--- config.mk ---
export PLATFORM = sky130hd
export DESIGN_NAME = ssdt_ctrl
export DESIGN_NICKNAME = d
export VERILOG_FILES = /design/src/rtl/ssdt_pkg.sv /design/src/rtl/ssdt_ctrl.sv
export SDC_FILE = /design/constraint.sdc
export NUM_CORES = 1
export LEC_CHECK = 0
export BUFFER_PORTS_ARGS = -buffer_cell sky130_fd_sc_hd__buf_2
export CAP_MARGIN = 20
export CORE_UTILIZATION = 50
export CTS_CLUSTER_DIAMETER = 200
export DETAILED_ROUTE_END_ITERATION = 8
export PLACE_DENSITY = 0.84
export SETUP_SLACK_MARGIN = 0.05
export SYNTH_ARGS = -nofsm -noshare
export SYNTH_HDL_FRONTEND = slang
export SYNTH_SLANG_ARGS = --single-unit
--- constraint.sdc ---
create_clock -name clock -period 4.48 [get_ports clock]
set_input_delay 0.896 -clock clock [delete_from_list [all_inputs] [get_ports clock]]
set_output_delay 0.896 -clock clock [all_outputs]
set_load 0.05 [all_outputs]
--- src/rtl/ssdt_pkg.sv ---
// Shared constants, opcodes, micro-operation codes and interface types of the tracker.
package ssdt_pkg;

   localparam int MAX_ENTITIES = 1024;
   localparam int ENT_W        = 10;
   localparam int CNT_W        = $clog2(MAX_ENTITIES + 1);
   localparam int OP_W         = 4;
   localparam int ST_W         = 2;
   localparam int TOMB_W       = 2;
   localparam int UOP_W        = 5;

   localparam logic [OP_W-1:0] OP_ADD       = 4'd0;
   localparam logic [OP_W-1:0] OP_REMOVE    = 4'd1;
   localparam logic [OP_W-1:0] OP_DESTROY   = 4'd2;
   localparam logic [OP_W-1:0] OP_CLR_DIRTY = 4'd3;
   localparam logic [OP_W-1:0] OP_MARK      = 4'd4;
   localparam logic [OP_W-1:0] OP_QUERY     = 4'd5;
   localparam logic [OP_W-1:0] OP_SWAP      = 4'd6;
   localparam logic [OP_W-1:0] OP_CLR_ALL   = 4'd7;
   localparam logic [OP_W-1:0] OP_READ_SLOT = 4'd8;

   localparam logic [ST_W-1:0] ST_OK     = 2'd0;
   localparam logic [ST_W-1:0] ST_ABSENT = 2'd1;
   localparam logic [ST_W-1:0] ST_RANGE  = 2'd2;
   localparam logic [ST_W-1:0] ST_FULL   = 2'd3;

   localparam logic [TOMB_W-1:0] TOMB_NONE    = 2'd0;
   localparam logic [TOMB_W-1:0] TOMB_REMOVED = 2'd1;
   localparam logic [TOMB_W-1:0] TOMB_DESTROY = 2'd3;

   localparam logic [UOP_W-1:0] U_NOP     = 5'd0;
   localparam logic [UOP_W-1:0] U_CLR     = 5'd1;
   localparam logic [UOP_W-1:0] U_LATCH   = 5'd2;
   localparam logic [UOP_W-1:0] U_RD1     = 5'd3;
   localparam logic [UOP_W-1:0] U_RD2     = 5'd4;
   localparam logic [UOP_W-1:0] U_CHK     = 5'd5;
   localparam logic [UOP_W-1:0] U_TOUCH   = 5'd6;
   localparam logic [UOP_W-1:0] U_UNTOUCH = 5'd7;
   localparam logic [UOP_W-1:0] U_SETST   = 5'd8;
   localparam logic [UOP_W-1:0] U_APPEND  = 5'd9;
   localparam logic [UOP_W-1:0] U_TDROP0  = 5'd10;
   localparam logic [UOP_W-1:0] U_TRD     = 5'd11;
   localparam logic [UOP_W-1:0] U_TCMP    = 5'd12;
   localparam logic [UOP_W-1:0] U_TEND    = 5'd13;
   localparam logic [UOP_W-1:0] U_RMRD    = 5'd14;
   localparam logic [UOP_W-1:0] U_RMW1    = 5'd15;
   localparam logic [UOP_W-1:0] U_RMW2    = 5'd16;
   localparam logic [UOP_W-1:0] U_SWRA    = 5'd17;
   localparam logic [UOP_W-1:0] U_SWRB    = 5'd18;
   localparam logic [UOP_W-1:0] U_SWW1    = 5'd19;
   localparam logic [UOP_W-1:0] U_SWW2    = 5'd20;
   localparam logic [UOP_W-1:0] U_CA0     = 5'd21;
   localparam logic [UOP_W-1:0] U_CA      = 5'd22;
   localparam logic [UOP_W-1:0] U_RSRD    = 5'd23;
   localparam logic [UOP_W-1:0] U_RSCAP   = 5'd24;
   localparam logic [UOP_W-1:0] U_OUT     = 5'd25;

   typedef struct packed {
      logic [UOP_W-1:0] uop;
      logic [ST_W-1:0]  stat;
   } cmd_type;

   typedef struct packed {
      logic [OP_W-1:0] op;
      logic            pres;
      logic            tomb_nz;
      logic            full;
      logic            a_eq_b;
      logic            a_oor;
      logic            b_oor;
      logic            walk_done;
      logic            sweep_last;
      logic            out_busy;
   } flags_type;

endpackage

--- src/rtl/ssdt_ctrl.sv ---
// Sequencer that steps each transaction through its memory micro-operations.
module ssdt_ctrl (
   input  logic               clock,
   input  logic               reset,
   input  logic               req_valid,
   output logic               req_stall,
   input  ssdt_pkg::flags_type flags,
   output ssdt_pkg::cmd_type  cmd
);

   localparam logic [4:0] S_CLR     = 5'd0;
   localparam logic [4:0] S_IDLE    = 5'd1;
   localparam logic [4:0] S_RD1     = 5'd2;
   localparam logic [4:0] S_RD2     = 5'd3;
   localparam logic [4:0] S_CHK     = 5'd4;
   localparam logic [4:0] S_DISP    = 5'd5;
   localparam logic [4:0] S_TOUCH   = 5'd6;
   localparam logic [4:0] S_UNTOUCH = 5'd7;
   localparam logic [4:0] S_SETST   = 5'd8;
   localparam logic [4:0] S_APP     = 5'd9;
   localparam logic [4:0] S_TD0     = 5'd10;
   localparam logic [4:0] S_TRD     = 5'd11;
   localparam logic [4:0] S_TCMP    = 5'd12;
   localparam logic [4:0] S_RMRD    = 5'd13;
   localparam logic [4:0] S_RMW1    = 5'd14;
   localparam logic [4:0] S_RMW2    = 5'd15;
   localparam logic [4:0] S_SWRA    = 5'd16;
   localparam logic [4:0] S_SWRB    = 5'd17;
   localparam logic [4:0] S_SWW1    = 5'd18;
   localparam logic [4:0] S_SWW2    = 5'd19;
   localparam logic [4:0] S_CA0     = 5'd20;
   localparam logic [4:0] S_CA      = 5'd21;
   localparam logic [4:0] S_RSRD    = 5'd22;
   localparam logic [4:0] S_RSCAP   = 5'd23;
   localparam logic [4:0] S_FRD1    = 5'd24;
   localparam logic [4:0] S_FRD2    = 5'd25;
   localparam logic [4:0] S_FCHK    = 5'd26;
   localparam logic [4:0] S_OUT     = 5'd27;

   logic [4:0]                state_ff, state_in;
   logic [ssdt_pkg::ST_W-1:0] st_ff, st_in;

   assign req_stall = (state_ff != S_IDLE);

   always_comb begin
      state_in = state_ff;
      st_in    = st_ff;
      cmd.uop  = ssdt_pkg::U_NOP;
      cmd.stat = st_ff;
      unique case (state_ff)
         S_CLR: begin
            cmd.uop = ssdt_pkg::U_CLR;
            if (flags.sweep_last) state_in = S_IDLE;
         end
         S_IDLE: begin
            cmd.uop = ssdt_pkg::U_LATCH;
            if (req_valid) state_in = S_RD1;
         end
         S_RD1: begin
            cmd.uop  = ssdt_pkg::U_RD1;
            state_in = S_RD2;
         end
         S_RD2: begin
            cmd.uop  = ssdt_pkg::U_RD2;
            state_in = S_CHK;
         end
         S_CHK: begin
            cmd.uop  = ssdt_pkg::U_CHK;
            state_in = S_DISP;
         end
         S_DISP: begin
            state_in = S_FRD1;
            unique case (flags.op)
               ssdt_pkg::OP_ADD: begin
                  if (flags.pres) begin
                     state_in = S_TOUCH;
                  end else if (flags.full) begin
                     st_in    = ssdt_pkg::ST_FULL;
                     state_in = S_SETST;
                  end else if (flags.tomb_nz) begin
                     state_in = S_TD0;
                  end else begin
                     state_in = S_APP;
                  end
               end
               ssdt_pkg::OP_REMOVE, ssdt_pkg::OP_DESTROY: begin
                  if (flags.pres) begin
                     state_in = S_RMRD;
                  end else begin
                     st_in    = ssdt_pkg::ST_ABSENT;
                     state_in = S_SETST;
                  end
               end
               ssdt_pkg::OP_CLR_DIRTY: begin
                  if (flags.pres) begin
                     state_in = S_UNTOUCH;
                  end else if (flags.tomb_nz) begin
                     state_in = S_TD0;
                  end else begin
                     st_in    = ssdt_pkg::ST_ABSENT;
                     state_in = S_SETST;
                  end
               end
               ssdt_pkg::OP_MARK: begin
                  if (flags.pres) begin
                     state_in = S_TOUCH;
                  end else begin
                     st_in    = ssdt_pkg::ST_ABSENT;
                     state_in = S_SETST;
                  end
               end
               ssdt_pkg::OP_QUERY: begin
                  if (!flags.pres) begin
                     st_in    = ssdt_pkg::ST_ABSENT;
                     state_in = S_SETST;
                  end
               end
               ssdt_pkg::OP_SWAP: begin
                  if (flags.a_eq_b) begin
                     state_in = S_FRD1;
                  end else if (flags.a_oor || flags.b_oor) begin
                     st_in    = ssdt_pkg::ST_RANGE;
                     state_in = S_SETST;
                  end else begin
                     state_in = S_SWRA;
                  end
               end
               ssdt_pkg::OP_CLR_ALL: state_in = S_CA0;
               ssdt_pkg::OP_READ_SLOT: begin
                  if (flags.a_oor) begin
                     st_in    = ssdt_pkg::ST_RANGE;
                     state_in = S_SETST;
                  end else begin
                     state_in = S_RSRD;
                  end
               end
               default: state_in = S_FRD1;
            endcase
         end
         S_TOUCH: begin
            cmd.uop  = ssdt_pkg::U_TOUCH;
            state_in = S_FRD1;
         end
         S_UNTOUCH: begin
            cmd.uop  = ssdt_pkg::U_UNTOUCH;
            state_in = S_FRD1;
         end
         S_SETST: begin
            cmd.uop  = ssdt_pkg::U_SETST;
            state_in = S_FRD1;
         end
         S_APP: begin
            cmd.uop  = ssdt_pkg::U_APPEND;
            state_in = S_FRD1;
         end
         S_TD0: begin
            cmd.uop  = ssdt_pkg::U_TDROP0;
            state_in = S_TRD;
         end
         S_TRD: begin
            if (flags.walk_done) begin
               cmd.uop  = ssdt_pkg::U_TEND;
               state_in = (flags.op == ssdt_pkg::OP_ADD) ? S_APP : S_FRD1;
            end else begin
               cmd.uop  = ssdt_pkg::U_TRD;
               state_in = S_TCMP;
            end
         end
         S_TCMP: begin
            cmd.uop  = ssdt_pkg::U_TCMP;
            state_in = S_TRD;
         end
         S_RMRD: begin
            cmd.uop  = ssdt_pkg::U_RMRD;
            state_in = S_RMW1;
         end
         S_RMW1: begin
            cmd.uop  = ssdt_pkg::U_RMW1;
            state_in = S_RMW2;
         end
         S_RMW2: begin
            cmd.uop  = ssdt_pkg::U_RMW2;
            state_in = S_FRD1;
         end
         S_SWRA: begin
            cmd.uop  = ssdt_pkg::U_SWRA;
            state_in = S_SWRB;
         end
         S_SWRB: begin
            cmd.uop  = ssdt_pkg::U_SWRB;
            state_in = S_SWW1;
         end
         S_SWW1: begin
            cmd.uop  = ssdt_pkg::U_SWW1;
            state_in = S_SWW2;
         end
         S_SWW2: begin
            cmd.uop  = ssdt_pkg::U_SWW2;
            state_in = S_FRD1;
         end
         S_CA0: begin
            cmd.uop  = ssdt_pkg::U_CA0;
            state_in = S_CA;
         end
         S_CA: begin
            cmd.uop = ssdt_pkg::U_CA;
            if (flags.sweep_last) state_in = S_FRD1;
         end
         S_RSRD: begin
            cmd.uop  = ssdt_pkg::U_RSRD;
            state_in = S_RSCAP;
         end
         S_RSCAP: begin
            cmd.uop  = ssdt_pkg::U_RSCAP;
            state_in = S_FRD1;
         end
         S_FRD1: begin
            cmd.uop  = ssdt_pkg::U_RD1;
            state_in = S_FRD2;
         end
         S_FRD2: begin
            cmd.uop  = ssdt_pkg::U_RD2;
            state_in = S_FCHK;
         end
         S_FCHK: begin
            cmd.uop  = ssdt_pkg::U_CHK;
            state_in = S_OUT;
         end
         S_OUT: begin
            if (!flags.out_busy) begin
               cmd.uop  = ssdt_pkg::U_OUT;
               state_in = S_IDLE;
            end
         end
         default: state_in = S_IDLE;
      endcase
   end

   always_ff @(posedge clock) begin
      if (reset) begin
         state_ff <= S_CLR;
         st_ff    <= ssdt_pkg::ST_OK;
      end else begin
         state_ff <= state_in;
         st_ff    <= st_in;
      end
   end

endmodule

Word level (Yosys, flattened, before mapping)
Cells that the tools add are included.
{ "word_totals": {"regBits": 7, "word_cells": 94, "out_inout_bits": 8, "input_bits": 16} }
{ "op_classes": {"mux": 31, "eq_ne": 48, "n_reduce_logical": 13} }
{ "op_table": {"columns": ["operator", "n"], "rows": [
  ["$pmux 5 s24", 1],
  ["$pmux 5 s21", 1],
  ["$eq 5x5->1 const B", 12],
  ["$mux 5", 11],
  ["$eq 5x4->1 const B", 8],
  ["$pmux 5 s8", 1],
  ["$ne 2x2->1 const B", 12],
  ["$mux 2", 11],
  ["$eq 5x3->1 const B", 4],
  ["$eq 4x3->1 const B", 4],
  ["$mux 4", 3],
  ["$eq 5x2->1 const B", 2],
  ["$pmux 2 s5", 1],
  ["$reduce_and 10->1", 1],
  ["$reduce_or 2->1", 5],
  ["$eq 4x2->1 const B", 2],
  ["$reduce_or 7->1", 1],
  ["$mux 3", 2],
  ["$eq 5x1->1 const B", 1],
  ["$logic_not 5->1", 1],
  ["$ne 5x1->1 const B", 1],
  ["$reduce_bool 5->1", 1],
  ["$eq 4x1->1 const B", 1],
  ["$eq 4x4->1 const B", 1],
  ["4 further kinds", 4]
]} }

Logic depth before layout (Yosys ltp)
{ "depth": {"word_depth": 5, "mapped_depth": 7, "ltp_nobuf": 5} }

Worst setup path after synthesis
Ideal clock, no wire load.
{ "synth_path": {"path_kind": "reg2out", "start": "register state_ff[3]", "end": "output cmd[4] in the netlist's numbering", "stages_incl_launch_ff": 6, "required_time_ps": 3584, "slack_ps": 1223, "path_buffers": 3, "t_arrival_ps": 2361, "path_cell_list": "dfxtp_1 clkbuf_1 clkbuf_1 buf_1 a32oi_1 o21ai_0"} }
{ "synth_rtl": {"columns": ["item", "line_no", "text"], "rows": [
  ["start, declared", "ssdt_ctrl.sv:40", "logic [4:0] state_ff, state_in;"],
  ["start signal, assigned", "ssdt_ctrl.sv:244", "state_ff <= state_in;"],
  ["end, declared", "ssdt_ctrl.sv:8", "output ssdt_pkg::cmd_type cmd"]
]} }

==> out/metrics.yaml <==
status:
  status: "finished clean"
floorplan:
  die-area_um2: 2490
  std_cell_rows: 16
  boundaryPins: 24
  chipWidth_um: 49.9
  core_um2: 2060
  initial_utilization_pct: 55.7
  die_height_um: 49.9
yosys:
  ys_types: 55
  synth_area_um2: 1150
  ys.flop_type: "sky130_fd_sc_hd__dfxtp_1"
  synth_fp_nets: 196
  avgSynthCellArea_um2: 6.38
  synth-warning-count: 0
  synth_seq_cells: 7
  ys_async_sr_fraction_pct: 0
  synth_seq_area_share_pct: 12.2
  synth_enable_flop_cells: 0
  syn-instance-count: 180
sta:
  tns_setup_ns: 0
  worst_pin_slew_ns: 0.871
  final.period_utilization_pct: 70.2
  slew-limit-headroom_pct: 41.9
  report.final.slew_viol_count: 0
  finalClockSkew_ns: 0.00696
  max_freq_ghz: 0.318
  grt_setup_unrepaired: "false"
  setup_violations: 0
  final_critical_path_required_period_ns: 3.14
  hold_viol: 0
route:
  detail-route-antenna-nets: 0
  avgViaCountPerCell: 6.83
  dr.first_iter.drc_count: 69
  routed_wl_um: 3090
  routed-via-count: 1447
  drt-wirelength-per-cell_um: 14.6
  dr.pass1.iters: 5
  drc: 0
clocking:
  cts_resized: 0
  cts_tree: "built"
  cts.root.buffer_cell: "sky130_fd_sc_hd__clkbuf_4"
  clock_path_buffers: 2
  clk-insertion-delay-late_ns: 0.26
  number_of_buffers_added_to_fix_hold_violations_after_cts: 0
  cts.sink_count: 7
  depth_of_the_cts_h_tree: 1
  clk_transition_reported_paths_ns: 0.06
  cts_inserted_buffers: 3
  cts_setup_buffers: 0
critical_path:
  critical_path_startpoint_category: "register"
  critical_path_required_time_ns: 3.58
  worst-setup-path-type: "reg -> out"
  timing.critical_path.slowest_stage_cell: "sky130_fd_sc_hd__dfxtp_1"
  critical_path.max_fanout: 27
  worstPathCellList: "nand2_1 -> mux2_2 -> o22ai_1 -> a2bb2oi_1 -> o21ai_1 -> buf_2"
  crit_path_end_kind: "output pin"
  critical_path.max_stage_delay_ns: 0.89
  critical_path_arrival_ns: 2.25
finish:
  post_route_cells_drive_above_1_share_pct: 17.8
  layout.cells.most_common: "sky130_fd_sc_hd__buf_2"
  utilization_pct: 59.6
  mostFrequentLayoutCells: "23 x sky130_fd_sc_hd__buf_2, 17 x sky130_fd_sc_hd__nand2_1, 16 x sky130_fd_sc_hd__o21ai_0, 16 x sky130_fd_sc_hd__nor2_1, 14 x sky130_fd_sc_hd__a21oi_1"
  fin_nets: 202
  antennaDiodeCount: 0
  area_overhead_vs_synth_pct: 7.08
  number_of_standard_cells_in_the_layout_taps_in_and_fillers_out: 212
power:
  cellPowerDensity_nw_per_um2: 195
  power_leakage_uw: 0.000456
  power.ir.vdd_worst_uv: 120
global_routing:
  global_route.overflow_total: 0
  grt_antenna_before_repair: 0
  grt_first_pass_wirelength_um: 4890
  grt_start_max_net_pins: 30
  grt_util_all_layers_pct: 24.4
  vias_in_the_first_global_route: 1118
placement:
  placed_cells_incl_taps: 208
  portBuffers: 23
  finalWeightedCongestion: 0.899
  place_hpwl_um: 2130
hold_path:
  hold_path_class: "reg -> reg"
flow_run:
  drv_cap: 0
through the flow:
step           worst slack [ns]  power (uW)  hold WS, ns  cell area, um2
6_report                   1.34         240        0.511            1230
5_1_grt                    1.16         251        0.549            1230
4_1_cts                    1.40         237        0.516            1230
3_5_place_dp               1.66         178        0.511            1200
3_3_place_gp               1.70         174        0.503            1200
2_1_floorplan              1.22         154        0.553            1150
area by class of cell:
class | instances | area [um2]
clock buffer | 4 | 26.3
tap | 27 | 33.8
sequential | 7 | 140
multi-input combinational | 145 | 892
timing repair buffer | 23 | 115
inverter | 6 | 22.5
fill | 193 | 832
report_power, final:
part	internal (uW)	switching (uW)	leakage (uW)	total [uW]
combinational	36.5	63.9	0.000384	100
clock	34.2	26.7	0.0000150	61.0
sequential	64.6	14.1	0.0000567	78.7
total	135	105	0.000456	240
sequential cells by signal (all words and copies together) (netlist names):
signal	flops
st_ff	2
state_ff	5
worst max-delay path, delay by kind of cell (launching register included):
family	cells	cell delay, ns
flip-flops	1	0.89
AND/OR/NAND/NOR	1	0.19
AO/OA/AOI/OAI	3	0.31
multiplexers	1	0.32
buffers and inverters	1	0.28
cells by family (layout without fill, tap and decap cells):
group,Yosys count,in the layout,synth area share (%)
DFF,7,7,12.2
buffers and inverters,28,33,10.1
muxes,2,2,1.96
AOI/OAI and AO/OA,76,76,45.3
xor gates and xnor gates,2,2,1.53
and+or+nand+nor,65,65,28.9
synthesized netlist by cell type (2+ instances only):
cell	count	area, um2
sky130_fd_sc_hd__buf_1	3	11.3
sky130_fd_sc_hd__inv_1	3	11.3
sky130_fd_sc_hd__a311oi_1	2	17.5
sky130_fd_sc_hd__a22o_1	2	17.5
sky130_fd_sc_hd__or3_1	2	12.5
sky130_fd_sc_hd__a31oi_1	3	18.8
sky130_fd_sc_hd__a22oi_1	3	22.5
sky130_fd_sc_hd__o31a_1	2	17.5
sky130_fd_sc_hd__nor3b_1	3	22.5
sky130_fd_sc_hd__nor3_1	4	20.0
sky130_fd_sc_hd__a221oi_1	4	35.0
sky130_fd_sc_hd__o21ai_1	2	10.0
sky130_fd_sc_hd__inv_2	3	11.3
sky130_fd_sc_hd__nor4_1	2	12.5
sky130_fd_sc_hd__o21ai_0	16	80.1
sky130_fd_sc_hd__nor2_1	16	60.1
sky130_fd_sc_hd__nor2b_1	4	25.0
sky130_fd_sc_hd__a21o_1	2	15.0
sky130_fd_sc_hd__clkbuf_1	15	56.3
sky130_fd_sc_hd__a21oi_1	14	70.1
sky130_fd_sc_hd__xor2_1	2	17.5
sky130_fd_sc_hd__nand2_1	17	63.8
sky130_fd_sc_hd__dfxtp_1	7	140
sky130_fd_sc_hd__nand2b_1	2	12.5
sky130_fd_sc_hd__a211o_1	2	17.5
sky130_fd_sc_hd__o22ai_1	3	18.8
sky130_fd_sc_hd__o211ai_1	2	15.0
sky130_fd_sc_hd__and2_1	2	12.5
sky130_fd_sc_hd__nand3_1	3	15.0
sky130_fd_sc_hd__nand4_1	2	12.5
sky130_fd_sc_hd__o31ai_1	3	22.5
sky130_fd_sc_hd__and3_1	2	12.5
sky130_fd_sc_hd__a211oi_1	3	22.5
sky130_fd_sc_hd__mux2_2	2	22.5
sky130_fd_sc_hd__buf_2	3	15.0
final timing paths:
kind | startpoint | end | slack, ns | cells past startpoint
hold reg to reg | st_ff[1]$_SDFFE_PP0P_ | st_ff[1]$_SDFFE_PP0P_ | 0.51 | 2
setup reg to reg | state_ff[2]$_SDFFE_PP0P_ | state_ff[0]$_SDFFE_PP0P_ | 2.14 | 5
setup / recovery | state_ff[3]$_SDFFE_PP0P_ | cmd[3] | 1.34 | 6
hold / removal | st_ff[1]$_SDFFE_PP0P_ | st_ff[1]$_SDFFE_PP0P_ | 0.51 | 2
layer usage:
layer	wire [um]	global-route usage [%]	vias up
met3	239	2.47	6
met1	1360	34.6	677
met2	1440	37.8	74
met5	0	0	-
met4	44	8.57	0
li1	-	-	690
Power figures use the tool's default switching activity.
